--- config.mk ---
export PLATFORM = sky130hd
export DESIGN_NAME = pwns_ram
export DESIGN_NICKNAME = d
export VERILOG_FILES = /design/src/design/pwns_ram.sv
export SDC_FILE = /design/constraint.sdc
export NUM_CORES = 1
export LEC_CHECK = 0
export BUFFER_PORTS_ARGS = -buffer_cell sky130_fd_sc_hd__buf_2
export CORE_MARGIN = 2
export CORE_UTILIZATION = 40
export DETAILED_ROUTE_END_ITERATION = 10
export PLACE_DENSITY = 0.61
export REMOVE_ABC_BUFFERS = 1
export SKIP_LAST_GASP = 1
export SLEW_MARGIN = 20
export SYNTH_ARGS = -nofsm -noshare
export SYNTH_HDL_FRONTEND = slang
export SYNTH_SLANG_ARGS = --single-unit
--- constraint.sdc ---
create_clock -name clk_i -period 2.1 [get_ports clk_i]
set_input_delay 0.42 -clock clk_i [delete_from_list [all_inputs] [get_ports clk_i]]
set_output_delay 0.42 -clock clk_i [all_outputs]
set_load 0.02 [all_outputs]
--- src/design/pwns_ram.sv ---
module pwns_ram #(
  parameter int WIDTH = 8,
  parameter int DEPTH = 16
) (
  input  logic                     clk_i,
  input  logic                     we_i,
  input  logic [$clog2(DEPTH)-1:0] waddr_i,
  input  logic [WIDTH-1:0]         wdata_i,
  input  logic [$clog2(DEPTH)-1:0] raddr_i,
  output logic [WIDTH-1:0]         rdata_o
);

  logic [WIDTH-1:0] mem_q [DEPTH];
  logic [WIDTH-1:0] rdata_q;

  always_ff @(posedge clk_i) begin
    if (we_i) begin
      mem_q[waddr_i] <= wdata_i;
    end
    rdata_q <= mem_q[raddr_i];
  end

  assign rdata_o = rdata_q;

endmodule

# After elaboration in Yosys (flattened, before gate mapping)
# Memories as Yosys holds them, arrays and structs flattened. A register that Yosys moved wholly into a read port is not among the register bits.
# Cells that the tools add are included.
# Widths: inputs -> output; s select.
[totals] wordCells=3 inputBits=18 regBits=0 ram_bits=128 memories=1 out_inout_bits=8
[classes] n_mux=2
[memory_table] memory="mem_q" depth=16 width=8 read_ports=1 rd_ports_with_merged_regs=1 wr=1 line="13" source="logic [WIDTH-1:0] mem_q [DEPTH];"
[ops] cell="$mux 1" n=2

# Longest topological paths before layout
[depth] depth_word=2 depth_mapped=5 ltp_nobuf=3

# Worst setup path after synthesis
# Ideal clock, no wire load.
[synth_timing] kind="input to register" from="in waddr_i[2]" to="mem mem_q[0][0] (enable)" setup_slack_ns=0.187 required_time_ns=1.717 cell_stages=2 setup_ns=0.383 n_path_buf=0 arrival_ns=1.530 cell_sequence="or3b_2 nor3_1"
[synth_lines] item="start: declaration" line="7" source="input logic [$clog2(DEPTH)-1:0] waddr_i,"
[synth_lines] item="end: declaration" line="13"
# No word-level cell before the write port.

==> results.toml <==
[floorplan]
start_util_pct = 40.96
core_area_um2 = 12570
die_x_um = 117.4
std_cell_rows = 41
io-pin-count = 26
die_y_um = 117.4
die_area_um2 = 13790

[setup_path]
criticalPathCategory = "in -> reg"
ff2ff_setup_slack_ps = 710
rr_startpoint = "mem_q[10][1]"
crit_arrival_ps = 1730
cp_max_fo = 16
r2r_end = "rdata_o[1]"
worstRegToRegCells = 3
cp-start-kind = "input port"
endpoint_kind = "register"
cp_data_required_time_ps = 2380

[placement]
hpwl_mm = 6.460
port_buffers = 25
placed_cell_area_um2 = 5604
pre_cts_ws_ps = 245.2
gp_congestion = 0.7559

[outcome]
status = "finished, final reports clean"

[timing]
holdWs_ps = 394.9
rsz0062_at_grt = "false"
setup_tns_ps = 0
hold_viol = 0
worstMarginPinSlew_ps = 607.9
relSlewSlack_pct = 59.32
min_period_over_period_pct = 69.05
slew_viol_final = 0
min_period_ps = 1450
setup_violations = 0
fin_skew_ps = 8.153
max_freq_mhz = 689.6
finalWorstSetupSlack_ps = 649.9

[final_layout]
drive_gt1_share_pct = 31.21
nFillCells = 1025
register_area_um2 = 4004
synthToLayoutAreaGrowth_pct = 19.76
multi_input_area_um2 = 1057
stdcell_area_um2 = 6165
n_antenna_cell = 0
fin_nets = 303

[synth]
synthCells = 229
ys.warnings.count = 0
post_synth.cell_area_avg_um2 = 22.48
synth_top_area_cell = "edfxtp_1"
synth-seq-area-share_pct = 77.78
synth_area_um2 = 5147
yosys-top-cells-area = "edfxtp_1 (75%), mux4_2 (7.9%), mux4_1 (7.1%), dfxtp_1 (3.1%), a22oi_1 (2.3%)"
synth.distinct_cells = 19
ys_ff_latch = 136
synth_top_area_share_pct = 74.67

[power_and_ir_drop]
p_leak_nw = 2.091
ir_worst_vdd_mv = 0.3984
total_power_w = 0.006145
p_per_area_nw_per_um2 = 996.9

[global_routing]
grt-ovfl-total = 0
grt_pass1_vias = 2573
grt_pass1_wl_mm = 15.41
grt_max_degree = 33
grt.total_usage_pct = 15.49
antenna_found_initial = 0

[route]
ant_nets = 0
num_vias = 2447
drc = 0
wl_per_cell_um = 21.23
drt_iter0_markers = 165
avgViaCountPerCell = 5.206
totalWireLength_mm = 9.980
first_pass_iters = 4

[clocking]
clock_latency_ps = 410
htreeDepth = 4
clk_pin_slew_ps = 60
cts_tree = "yes"
cts.sink_count = 136
root_buffer = "clkbuf_16"
cts_setup_buffers = 0
post_cts_resized = 0
clk_path_buf_depth = 2
cts_buffers = 17
cts_hold_buf = 0

[run]
maxCapViolations = 0

[worst_hold_path]
min_from = "wdata_i[6]"
whs_path_depth = 1
hold_class = "in -> reg"
worstHoldEndpoint = "mem_q[3][6]"
-- synthesized netlist by cell type (all sizes together) --
| master | number |
|---|---|
| edfxtp | 128 |
| a22oi | 16 |
| nand2b | 2 |
| nor2b | 1 |
| dfxtp | 8 |
| clkdlybuf4s25 | 3 |
| or3b | 1 |
| and2 | 1 |
| nand3 | 1 |
| mux4 | 32 |
| nor2 | 13 |
| buf | 7 |
| nor3 | 4 |
| nand2 | 9 |
| nand3b | 2 |
| and2b | 1 |
-- metrics by stage --
stage          utilization (%)  instances
6_report                 49.05        470
5_1_grt                  49.05        470
2_1_floorplan                -        219
3_3_place_gp             44.59        438
3_5_place_dp             44.59        438
4_1_cts                  49.05        470
-- where the power goes --
group | internal (W) | leakage [nW] | switching [W]
sequential | 0.00304 | 1.22 | 0.0000185
combinational | 0.000127 | 0.601 | 0.000177
clock | 0.00177 | 0.267 | 0.00102
-- cell families after synthesis --
| kind of cell | Yosys count | share of synthesized area (%) |
|---|---|---|
| AOI/OAI and AO/OA | 16 | 2.334 |
| DFF | 136 | 77.78 |
| muxes | 32 | 15.02 |
| buffers and inverters | 10 | 1.677 |
| and+or+nand+nor | 35 | 3.184 |
-- flip-flops by register name, indices dropped and copies added (netlist names) --
register / flops
mem_q: 128
rdata_o: 8
-- how the worst max path moves through the flow --
stage / endpoint / start / cells past startpoint / slack, ps
2_1_floorplan: mem_q[0][0] / waddr_i[2] / 2 / 190
3_3_place_gp: rdata_o[1] / raddr_i[0] / 5 / 230
3_5_place_dp: rdata_o[1] / raddr_i[0] / 5 / 250
4_1_cts: rdata_o[1] / raddr_i[0] / 5 / 670
5_1_grt: rdata_o[5] / raddr_i[0] / 5 / 610
6_report: rdata_o[1] / raddr_i[0] / 5 / 650
-- worst max-delay path: stages --
cell and delay [ps]:
buf_2 140, buf_12 190, mux4_1 570, a22oi_1 320
nand2_1 80
-- area by class of cell --
cell class	count	area share [%]
Sequential cell	136	64.95
Multi-Input combinational cell	83	17.15
Clock buffer	23	7.428
Timing Repair Buffer	47	5.318
Tap cell	172	3.491
Clock inverter	9	1.664
-- cell usage in the layout, fill, tap and decap left out, types with 2 or more instances in the layout --
| master | netlist | final |
|---|---|---|
| a22oi_1 | 16 | 16 |
| buf_12 | 0 | 3 |
| buf_2 | 3 | 25 |
| buf_4 | 1 | 19 |
| bufinv_16 | 0 | 2 |
| clkbuf_1 | 0 | 5 |
| clkbuf_16 | 0 | 17 |
| clkinv_2 | 0 | 4 |
| clkinvlp_4 | 0 | 3 |
| dfxtp_1 | 8 | 8 |
| edfxtp_1 | 128 | 128 |
| mux4_1 | 14 | 14 |
| mux4_2 | 18 | 18 |
| nand2_1 | 9 | 9 |
| nand2b_1 | 2 | 2 |
| nand3b_1 | 2 | 2 |
| nor2_1 | 13 | 13 |
| nor3_1 | 4 | 4 |
-- per-layer routing --
metal / wire (um) / up-vias / track usage [%]
met2: 4913 / 59 / 24.09
met1: 4590 / 1294 / 21.12
met5: 0 / - / 0
met3: 371 / 8 / 3.891
li1: - / 1086 / -
met4: 105 / 0 / 6.250
Note: power is estimated with default switching activity, not from simulation.
